### src/htwa_pkg.sv
`default_nettype none
package htwa_pkg;
    localparam int TimeW = 47;
    localparam int DiffW = 48;
    localparam int CntW = 16;
    localparam int DefMaxTriggers = 16;

    localparam logic [1:0] CMD_LOAD = 2'd0;
    localparam logic [1:0] CMD_HIT = 2'd1;
    localparam logic [1:0] CMD_END = 2'd2;

    localparam logic [1:0] KIND_HIT = 2'd0;
    localparam logic [1:0] KIND_SUMMARY = 2'd1;
    localparam logic [1:0] KIND_EMPTY = 2'd2;

    localparam logic [1:0] DISP_ASSIGNED = 2'd0;
    localparam logic [1:0] DISP_OUTSIDE = 2'd1;
    localparam logic [1:0] DISP_NONE = 2'd2;

    localparam logic [1:0] REG_OFFSET = 2'd0;
    localparam logic [1:0] REG_PRE = 2'd1;
    localparam logic [1:0] REG_POST = 2'd2;
    localparam logic [1:0] REG_PERIOD = 2'd3;

    // controller -> datapath
    typedef struct packed {
        logic load;       // store trigger
        logic hit_start;  // capture hit, clear scan state
        logic scan_step;  // compare entry scan_idx
        logic hit_commit; // update counters of nearest
        logic sum_start;  // clear with-hits counter
        logic cnt_step;   // count entry scan_idx
        logic sum_step;   // emit summary of entry scan_idx and clear it
        logic clear;      // clear trigger count
    } htwa_cmd_t;

    typedef struct packed {
        logic stored_zero;
        logic table_full;
    } htwa_status_t;
endpackage
`default_nettype wire

### src/htwa_datapath.sv
`default_nettype none
module htwa_datapath #(
    parameter int MAX_TRIGGERS = htwa_pkg::DefMaxTriggers,
    parameter int IW = (MAX_TRIGGERS > 1) ? $clog2(MAX_TRIGGERS) : 1,
    parameter int CW = $clog2(MAX_TRIGGERS + 1)
) (
    input  wire logic aclk,
    input  wire logic aresetn,
    input  wire htwa_pkg::htwa_cmd_t cmd,
    input  wire logic [IW-1:0] scan_idx,
    output htwa_pkg::htwa_status_t status,
    output logic [CW-1:0] count_out,
    input  wire logic [46:0] trigger_time,
    input  wire logic [46:0] first_cell_time,
    input  wire logic [5:0] trigger_cell,
    input  wire logic signed [30:0] hit_offset,
    input  wire logic [29:0] pre_window,
    input  wire logic [29:0] post_window,
    input  wire logic [19:0] sample_period,
    output logic [1:0] r_disposition,
    output logic [3:0] r_nearest,
    output logic [4:0] r_window_count,
    output logic [46:0] r_hit_time,
    output logic signed [47:0] r_diff,
    output logic r_ambiguous,
    output logic [15:0] r_hits,
    output logic [15:0] r_amb_hits,
    output logic [4:0] r_with
);
    import htwa_pkg::*;

    logic [46:0] table_mem [MAX_TRIGGERS];
    logic [15:0] hits_reg [MAX_TRIGGERS];
    logic [15:0] amb_reg [MAX_TRIGGERS];
    logic [CW-1:0] count_reg;
    logic [46:0] ht_reg;
    logic [IW-1:0] near_reg;
    logic signed [49:0] ndelta_reg;
    logic [48:0] best_reg;
    logic [CW-1:0] inside_reg;
    logic [CW-1:0] with_reg;

    logic [26:0] prod;
    logic [47:0] ht_sum;
    logic [46:0] ht_sat;
    logic signed [49:0] delta;
    logic [48:0] span_abs;
    logic in_win;
    logic near_in;
    logic signed [49:0] pre_s, post_s;

    assign prod = 27'(trigger_cell) * 27'(sample_period);
    assign ht_sum = {1'b0, first_cell_time} + 48'(prod);
    assign ht_sat = ht_sum[47] ? '1 : ht_sum[46:0];
    assign pre_s = -$signed({20'd0, pre_window});
    assign post_s = $signed({20'd0, post_window});
    assign delta = $signed({3'd0, ht_reg}) - ($signed({3'd0, table_mem[scan_idx]})
                   + 50'(hit_offset));
    assign span_abs = delta[49] ? 49'(-delta) : 49'(delta);
    assign in_win = delta >= pre_s && delta <= post_s;
    assign near_in = ndelta_reg >= pre_s && ndelta_reg <= post_s;

    assign status.stored_zero = count_reg == '0;
    assign status.table_full = count_reg == CW'(MAX_TRIGGERS);
    assign count_out = count_reg;

    always_ff @(posedge aclk) begin
        if (!aresetn) begin
            count_reg <= '0;
            for (int i = 0; i < MAX_TRIGGERS; i++) begin
                hits_reg[i] <= '0;
                amb_reg[i] <= '0;
            end
        end else begin
            if (cmd.load && !status.table_full) begin
                table_mem[count_reg[IW-1:0]] <= trigger_time;
                count_reg <= count_reg + 1'b1;
            end
            if (cmd.hit_commit && !status.stored_zero && near_in) begin
                if (hits_reg[near_reg] != '1) hits_reg[near_reg] <= hits_reg[near_reg] + 1'b1;
                if (inside_reg > CW'(1) && amb_reg[near_reg] != '1)
                    amb_reg[near_reg] <= amb_reg[near_reg] + 1'b1;
            end
            if (cmd.sum_step) begin
                hits_reg[scan_idx] <= '0;
                amb_reg[scan_idx] <= '0;
            end
            if (cmd.clear) count_reg <= '0;
        end
    end

    always_ff @(posedge aclk) begin
        if (cmd.hit_start) begin
            ht_reg <= ht_sat;
            inside_reg <= '0;
        end
        if (cmd.scan_step) begin
            if (scan_idx == '0 || span_abs < best_reg) begin
                best_reg <= span_abs;
                near_reg <= scan_idx;
                ndelta_reg <= delta;
            end
            if (in_win) inside_reg <= inside_reg + 1'b1;
        end
        if (cmd.sum_start) with_reg <= '0;
        if (cmd.cnt_step && hits_reg[scan_idx] != '0) with_reg <= with_reg + 1'b1;
    end

    logic signed [47:0] diff_sat;
    always_comb begin
        if (ndelta_reg > 50'sh7FFFFFFFFFFF) diff_sat = 48'sh7FFFFFFFFFFF;
        else if (ndelta_reg < -50'sh800000000000) diff_sat = 48'sh800000000000;
        else diff_sat = ndelta_reg[47:0];
    end

    // hit-result fields (valid at hit_commit) and summary fields (at sum_step)
    assign r_disposition = status.stored_zero ? DISP_NONE :
                           (near_in ? DISP_ASSIGNED : DISP_OUTSIDE);
    assign r_nearest = cmd.sum_step ? 4'(scan_idx) : 4'(near_reg);
    assign r_window_count = 5'(inside_reg);
    assign r_hit_time = ht_reg;
    assign r_diff = diff_sat;
    assign r_ambiguous = near_in && inside_reg > CW'(1);
    assign r_hits = hits_reg[scan_idx];
    assign r_amb_hits = amb_reg[scan_idx];
    assign r_with = 5'(with_reg);
endmodule
`default_nettype wire

### src/htwa_ctrl.sv
`default_nettype none
module htwa_ctrl #(
    parameter int MAX_TRIGGERS = htwa_pkg::DefMaxTriggers,
    parameter int IW = (MAX_TRIGGERS > 1) ? $clog2(MAX_TRIGGERS) : 1,
    parameter int CW = $clog2(MAX_TRIGGERS + 1)
) (
    input  wire logic aclk,
    input  wire logic aresetn,
    input  wire logic in_valid,
    output logic in_ready,
    input  wire logic [1:0] in_command,
    input  wire htwa_pkg::htwa_status_t status,
    input  wire logic [CW-1:0] count,
    output htwa_pkg::htwa_cmd_t cmd,
    output logic [IW-1:0] scan_idx,
    output logic out_load,
    output logic [1:0] out_kind,
    output logic out_last,
    input  wire logic out_free
);
    import htwa_pkg::*;

    typedef enum logic [5:0] {
        S_IDLE = 6'b000001, S_SCAN = 6'b000010, S_HIT = 6'b000100,
        S_CNT = 6'b001000, S_SUM = 6'b010000, S_EMPTY = 6'b100000
    } state_t;

    state_t state_reg, state_next;
    logic [IW-1:0] idx_reg, idx_next;
    logic [CW-1:0] lim;
    logic scan_last;

    assign lim = count;
    assign scan_idx = idx_reg;
    assign scan_last = CW'(idx_reg) + 1'b1 == lim;
    assign in_ready = state_reg == S_IDLE;

    always_comb begin
        state_next = state_reg;
        idx_next = idx_reg;
        cmd = '0;
        out_load = 1'b0;
        out_kind = KIND_HIT;
        out_last = 1'b1;
        case (state_reg)
            S_IDLE: begin
                idx_next = '0;
                if (in_valid) begin
                    case (in_command)
                        CMD_LOAD: cmd.load = 1'b1;
                        CMD_HIT: begin
                            cmd.hit_start = 1'b1;
                            state_next = status.stored_zero ? S_HIT : S_SCAN;
                        end
                        CMD_END: begin
                            cmd.sum_start = 1'b1;
                            state_next = status.stored_zero ? S_EMPTY : S_CNT;
                        end
                        default: ;
                    endcase
                end
            end
            S_SCAN: begin
                cmd.scan_step = 1'b1;
                idx_next = idx_reg + 1'b1;
                if (scan_last) state_next = S_HIT;
            end
            S_HIT: if (out_free) begin
                cmd.hit_commit = 1'b1;
                out_load = 1'b1;
                state_next = S_IDLE;
            end
            S_CNT: begin
                cmd.cnt_step = 1'b1;
                idx_next = idx_reg + 1'b1;
                if (scan_last) begin
                    idx_next = '0;
                    state_next = S_SUM;
                end
            end
            S_SUM: begin
                out_kind = KIND_SUMMARY;
                out_last = scan_last;
                if (out_free) begin
                    cmd.sum_step = 1'b1;
                    out_load = 1'b1;
                    idx_next = idx_reg + 1'b1;
                    if (scan_last) begin
                        cmd.clear = 1'b1;
                        state_next = S_IDLE;
                    end
                end
            end
            S_EMPTY: begin
                out_kind = KIND_EMPTY;
                if (out_free) begin
                    out_load = 1'b1;
                    state_next = S_IDLE;
                end
            end
            default: state_next = S_IDLE;
        endcase
    end

    always_ff @(posedge aclk) begin
        if (!aresetn) begin
            state_reg <= S_IDLE;
            idx_reg <= '0;
        end else begin
            state_reg <= state_next;
            idx_reg <= idx_next;
        end
    end
endmodule
`default_nettype wire

### src/hit_trigger_window_associator.sv
`default_nettype none
// Hit-to-trigger window associator. Load triggers (command 0), classify hits
// (command 1) against the stored triggers, and close the event (command 2),
// which emits one summary per stored trigger and clears the table. A hit is
// classified by one shared comparator that walks the trigger table one entry
// per cycle; an end of event makes one counting pass, then emits one summary
// a cycle while the output register is free, or one empty record with no
// triggers stored. Results sit in an output register; a result that finds
// it still full holds in the controller, and no new request is taken until
// it moves on. Up to MAX_TRIGGERS triggers are kept; later loads are
// dropped.
module hit_trigger_window_associator #(
    parameter int MAX_TRIGGERS = htwa_pkg::DefMaxTriggers
) (
    input  wire logic aclk,
    input  wire logic aresetn,
    input  wire logic cfg_valid,
    output logic cfg_ready,
    input  wire logic [1:0] cfg_index,
    input  wire logic [30:0] cfg_data,
    input  wire logic s_valid,
    output logic s_ready,
    input  wire logic [1:0] s_command,
    input  wire logic [46:0] s_trigger_time,
    input  wire logic [46:0] s_first_cell_time,
    input  wire logic [5:0] s_trigger_cell,
    output logic m_valid,
    input  wire logic m_ready,
    output logic [1:0] m_record_kind,
    output logic [1:0] m_disposition,
    output logic [3:0] m_nearest_trigger,
    output logic [4:0] m_window_count,
    output logic [46:0] m_hit_time,
    output logic signed [47:0] m_hit_minus_reference,
    output logic m_ambiguous,
    output logic [15:0] m_trigger_hits,
    output logic [15:0] m_trigger_ambiguous_hits,
    output logic [4:0] m_hit_trigger_total,
    output logic m_last
);
    import htwa_pkg::*;
    localparam int IW = (MAX_TRIGGERS > 1) ? $clog2(MAX_TRIGGERS) : 1;
    localparam int CW = $clog2(MAX_TRIGGERS + 1);

    // configuration registers
    logic signed [30:0] offset_reg;
    logic [29:0] pre_reg, post_reg;
    logic [19:0] period_reg;
    assign cfg_ready = 1'b1;
    always_ff @(posedge aclk) begin
        if (!aresetn) begin
            offset_reg <= '0;
            pre_reg <= '0;
            post_reg <= '0;
            period_reg <= 20'd160;
        end else if (cfg_valid) begin
            case (cfg_index)
                REG_OFFSET: offset_reg <= cfg_data;
                REG_PRE: pre_reg <= cfg_data[29:0];
                REG_POST: post_reg <= cfg_data[29:0];
                REG_PERIOD: period_reg <= cfg_data[19:0];
                default: ;
            endcase
        end
    end

    htwa_cmd_t cmd;
    htwa_status_t status;
    logic [IW-1:0] scan_idx;
    logic out_load, out_last, out_free;
    logic [1:0] out_kind;
    logic [CW-1:0] count;
    logic [1:0] r_disp;
    logic [3:0] r_near;
    logic [4:0] r_wc, r_with;
    logic [46:0] r_ht;
    logic signed [47:0] r_diff;
    logic r_amb;
    logic [15:0] r_hits, r_amb_hits;
    logic s_ready_int;
    logic hit_rec, hit_full, sum_rec;

    // output register frees when empty or being taken
    assign out_free = !m_valid || m_ready;
    // accept new request only while the controller is idle
    assign s_ready = s_ready_int;

    htwa_ctrl #(.MAX_TRIGGERS(MAX_TRIGGERS)) u_ctrl (
        .aclk, .aresetn, .in_valid(s_valid), .in_ready(s_ready_int),
        .in_command(s_command), .status, .count, .cmd, .scan_idx,
        .out_load, .out_kind, .out_last, .out_free
    );

    htwa_datapath #(.MAX_TRIGGERS(MAX_TRIGGERS)) u_dp (
        .aclk, .aresetn, .cmd, .scan_idx, .status, .count_out(count),
        .trigger_time(s_trigger_time), .first_cell_time(s_first_cell_time),
        .trigger_cell(s_trigger_cell), .hit_offset(offset_reg),
        .pre_window(pre_reg), .post_window(post_reg), .sample_period(period_reg),
        .r_disposition(r_disp), .r_nearest(r_near), .r_window_count(r_wc),
        .r_hit_time(r_ht), .r_diff, .r_ambiguous(r_amb), .r_hits,
        .r_amb_hits, .r_with
    );

    // which fields the record kind carries; the rest load as zero
    assign hit_rec = out_kind == KIND_HIT;
    assign hit_full = hit_rec && !status.stored_zero;
    assign sum_rec = out_kind == KIND_SUMMARY;

    always_ff @(posedge aclk) begin
        if (!aresetn) m_valid <= 1'b0;
        else if (out_load) m_valid <= 1'b1;
        else if (m_ready) m_valid <= 1'b0;
    end

    always_ff @(posedge aclk) begin
        if (out_load) begin
            m_record_kind <= out_kind;
            m_last <= out_last;
            m_disposition <= hit_rec ? r_disp : '0;
            m_nearest_trigger <= (hit_full || sum_rec) ? r_near : '0;
            m_window_count <= hit_full ? r_wc : '0;
            m_hit_time <= hit_rec ? r_ht : '0;
            m_hit_minus_reference <= hit_full ? r_diff : '0;
            m_ambiguous <= hit_full && r_amb;
            m_trigger_hits <= sum_rec ? r_hits : '0;
            m_trigger_ambiguous_hits <= sum_rec ? r_amb_hits : '0;
            m_hit_trigger_total <= sum_rec ? r_with : '0;
        end
    end

`ifndef ASSERT_OFF
    a_hold: assert property (@(posedge aclk) disable iff (!aresetn)
        m_valid && !m_ready |=> m_valid && $stable(m_record_kind))
        else $error("result dropped under stall");
    a_busy: assert property (@(posedge aclk) disable iff (!aresetn)
        out_load |-> out_free)
        else $error("result register overwritten");
    a_count: assert property (@(posedge aclk) disable iff (!aresetn)
        count <= CW'(MAX_TRIGGERS))
        else $error("trigger count past capacity");
`endif
endmodule
`default_nettype wire
### config.mk
export PLATFORM = sky130hd
export DESIGN_NAME = hit_trigger_window_associator
export DESIGN_NICKNAME = d
export VERILOG_FILES = /design/src/htwa_pkg.sv /design/src/htwa_datapath.sv /design/src/htwa_ctrl.sv /design/src/hit_trigger_window_associator.sv
export SDC_FILE = /design/constraint.sdc
export NUM_CORES = 2
export LEC_CHECK = 0
export ABC_AREA = 1
export BUFFER_PORTS_ARGS = -buffer_cell sky130_fd_sc_hd__buf_2
export CAP_MARGIN = 20
export CORE_MARGIN = 1
export CORE_UTILIZATION = 45
export DETAILED_ROUTE_END_ITERATION = 10
export HOLD_SLACK_MARGIN = 0.1
export PLACE_DENSITY = 0.66
export SYNTH_ARGS = -nofsm -noshare
export SYNTH_HDL_FRONTEND = slang
export SYNTH_SLANG_ARGS = --single-unit
### constraint.sdc
create_clock -name aclk -period 10.5 [get_ports aclk]
set_input_delay 0 -clock aclk [delete_from_list [all_inputs] [get_ports aclk]]
set_output_delay 0 -clock aclk [all_outputs]
set_load 0.02 [all_outputs]
==> summary.md <==
| Metric | Value |
|---|---|
| Comb pwr share | 26.0% |
| Largest register FFs | 752 |
| Crit-path slowest cell | dfxtp_4 |
| Total CTS buffers | 185 |
| Routed Antenna Nets | 0 |
| # rows | approximately 170 |
| Die width | 459.7 um |
| Commonest non-fill, non-tap cell in the layout | inv_1 |
| Worst Hold Launch | cfg_data[16] |
| Pint | around 13 mW |
| Max Fanout on Critical Path | 72 |
| Hold Path Depth | 4 |
| Relative slew slack | 11.74% |
| Post-Place Cell Area | around 0.098 mm^2 |
| P&R area growth vs syn | 13.41% |
| Longest Clk Path Bufs | 3 |
| Final hold vios | 0 |
| CTS tree | built |
| Worst hold endpoint | pre_reg[16] |
| Clk pwr share | 33.6% |
| Grt ovf | 0 |
| Global Route Usage Sum | 28.15% |
| Max-capacitance violation count | 0 |
| Cell area power density | 184.8 mW/mm^2 |
| Min cycle time layout | 8.540 ns |
| Post-synth EDFFs | ~1600 |
| Hold Crit Class | in -> reg |
| Net Sw Frac | 33.20% |
| Fin Setup TNS | 0 ns |
| Synth area leader | edfxtp_1 |
| Final #Nets | 10820 |
| RSZ-0062 raised after global routing | false |
| Placeable Area | between 0.2 and 0.25 mm^2 |
| Post-synthesis area per instance | 9.473 um^2 |
| DP HPWL | ~190 mm |
| Critical Path AT | 9.05 ns |
| Sinks on Clock Net | 1705 |
| Cells on worst reg2reg path | 34 |
| Maximum VDD drop | 0.1845 mV |
| Worst-path clk slew | 0.06 ns |
| CP Class | reg -> reg |
| Finished Cell Area | 0.1069 mm^2 |
| Async set-reset flop share out of synthesis | 0% |
| Yosys top cell area share | 49.85% |
| Skew final | around 0.10 ns |
| Seq cells post-synth | 1705 |
| Most used cell, CP | nand2_1 |
| Post-synthesis sequential area ratio | 52.82% |
| Mapped Nets | 10550 |
| Vias in the first global route | a little over 70000 |
| Fmax | roughly 120 MHz |
| Drt total wl | 304.5 mm |
| Slack of the worst reg-to-reg path | 1.96 ns |
| Seq pwr share | 40.4% |
| Final core occ | 51.48% |
| Routability cong. | 0.9427 |
| TritonRoute pass-1 iters | 6 |
| Worst Setup End Kind | flop |
| # port buffers | 288 |
| RR Endpoint | u_dp.ndelta_reg[16] |
| Total power | 19.75 mW |
| Initial antenna violation count | 27 |
| H-tree levels | 4 |
| Die Y | 459.7 um |
| # DRC | 0 |
| # IOs | slightly below 300 |
| Final setup violation count | 0 |
| Die footprint | 0.2113 mm^2 |
| Status | complete, no violations |
| Clk root buf | clkbuf_16 |
| Worst endpoint required time | 11.01 ns |
| Drt wl/cell | 23.10 um |
| Sw Pwr | between 6 and 7 mW |
| Number of synthesis warnings | 0 |
| Initial DRC Count | about 9900 |
| Cell Area, Synth | 0.09427 mm^2 |
| Commonest cells after routing, fill and taps aside | 1597 x inv_1, 1565 x edfxtp_1, 1288 x nand2_1 |
| Initial Utilization | 45.39% |
| Dominant synthesized flop cell | edfxtp_1 |
| Avg Vias per Cell | 5.788 |
| Slew @ Worst Pin | around 1.3 ns |
| Hold slack | 0.1539 ns |
| P_leak | 45.09 nW |
| Period utilization | 81.33% |
| Synth area leaders | edfxtp_1 50%, inv_1 6.4%, nand2_1 5.1%, o21ai_0 4.6%, ha_1 4.2% |
| Yosys cell types | 60 |
| Synth Instances | 9951 |
| Later-pin clock latency in the skew report | approximately 0.90 ns |
| Largest net degree at the start of global routing | 257 |
| Fill cells | around 19000 |
| Vias | around 76000 |
| CP max stage delay | 0.83 ns |
| Final Slew Violations | 0 |
| First-pass GRT wire length | 450.1 mm |
| Cts repair resizes | 0 |
| Startpoint types | flop |
| Proportion of layout cells with a drive suffix above 1 | 7.749% |
-- timing repair --
action / CTS / global route
hold endpoints to repair: 949 / 0
hold buffers: 266 / 0
setup buffers: 0 / 0
-- per-stage QoR --
stage,cells,worst slack [ns]
finish,13180,1.960
global route,13170,1.416
CTS,13150,2.012
detailed placement,12540,1.989
global placement,12530,1.941
floorplan,9951,2.036
-- worst max path at each step --
stage	start	end	slack [ns]
CTS	flop	u_dp.ndelta_reg[19]	2.01
floorplan	flop	u_dp.best_reg[0]	2.04
detailed placement	flop	u_dp.best_reg[8]	1.99
finish	flop	u_dp.ndelta_reg[16]	1.96
global placement	flop	u_dp.best_reg[7]	1.94
global route	flop	u_dp.ndelta_reg[16]	1.42
-- routing by layer --
| layer | global-route usage [%] | share of wire, % | vias up |
|---|---|---|---|
| met4 | 12.70 | 4.8 | 26 |
| li1 | - | - | 34670 |
| met1 | 38.93 | 41 | 36640 |
| met5 | 0 | 0.056 | - |
| met2 | 42.97 | 44 | 4152 |
| met3 | 5.182 | 10 | 795 |
-- critical path: cells and delay by family, from the launching register on --
| kind | cells | cell delay, ns |
|---|---|---|
| DFF | 1 | 0.83 |
| buffers and inverters | 7 | 1.97 |
| adders and majority gates | 3 | 1.23 |
| xor gates and xnor gates | 1 | 0.79 |
| AOI/OAI and AO/OA | 5 | 0.61 |
| and+or+nand+nor | 18 | 2.55 |
-- cell usage after synthesis (6+ instances only) --
cell and n:
a211oi_1 6, a21oi_1 711, a31oi_1 14, buf_1 36, buf_2 219, buf_4 29, buf_6 6, clkbuf_1 307
clkinv_1 6, dfxtp_1 140, edfxtp_1 1565, fa_1 143, ha_1 317, inv_1 1604, inv_2 12, mux2i_1 195
nand2_1 1289, nand2_2 11, nand3_1 609, nand3b_1 13, nand4_1 341, nor2_1 746, nor2_2 11, nor2_4 19
nor3_1 41, nor4_1 20, o211ai_1 319, o21a_1 13, o21ai_0 865, o21bai_1 7, o221ai_1 61, o22ai_1 56
or2_2 23, xnor2_1 43, xor2_1 107
-- final cells by class --
class | instances | area (um^2) | share of cell area (%)
inverter | 1622 | 6116 | 5.720
tap | 2788 | 3488 | 3.263
clock buffer | 239 | 4974 | 4.652
sequential | 1705 | 49830 | 46.60
clock inverter | 108 | 1221 | 1.142
timing repair buffer | 676 | 5361 | 5.015
antenna | 17 | 42.54 | 0.03979
multi-input combinational | 6026 | 35890 | 33.57
-- logic make-up after synthesis --
family | after synthesis | synth area share (%)
AND/OR/NAND/NOR | 3137 | 14.72
buffers and inverters | 2220 | 9.295
AO/OA/AOI/OAI | 2079 | 12.38
flip-flops | 1705 | 52.82
adder cells (fa/ha/maj) | 460 | 7.244
multiplexers | 195 | 2.071
XOR/XNOR | 154 | 1.463
other | 1 | 0.003978
-- power by group through the flow --
stage	logic [mW]	registers, mW	clock network, mW
floorplan	3.29	8.14	0
global placement	4.70	8.12	0
detailed placement	4.85	8.12	0
CTS	5.02	7.98	6.70
global route	5.66	8.00	6.95
finish	5.13	7.99	6.64
Power figures use the tool's default switching activity.
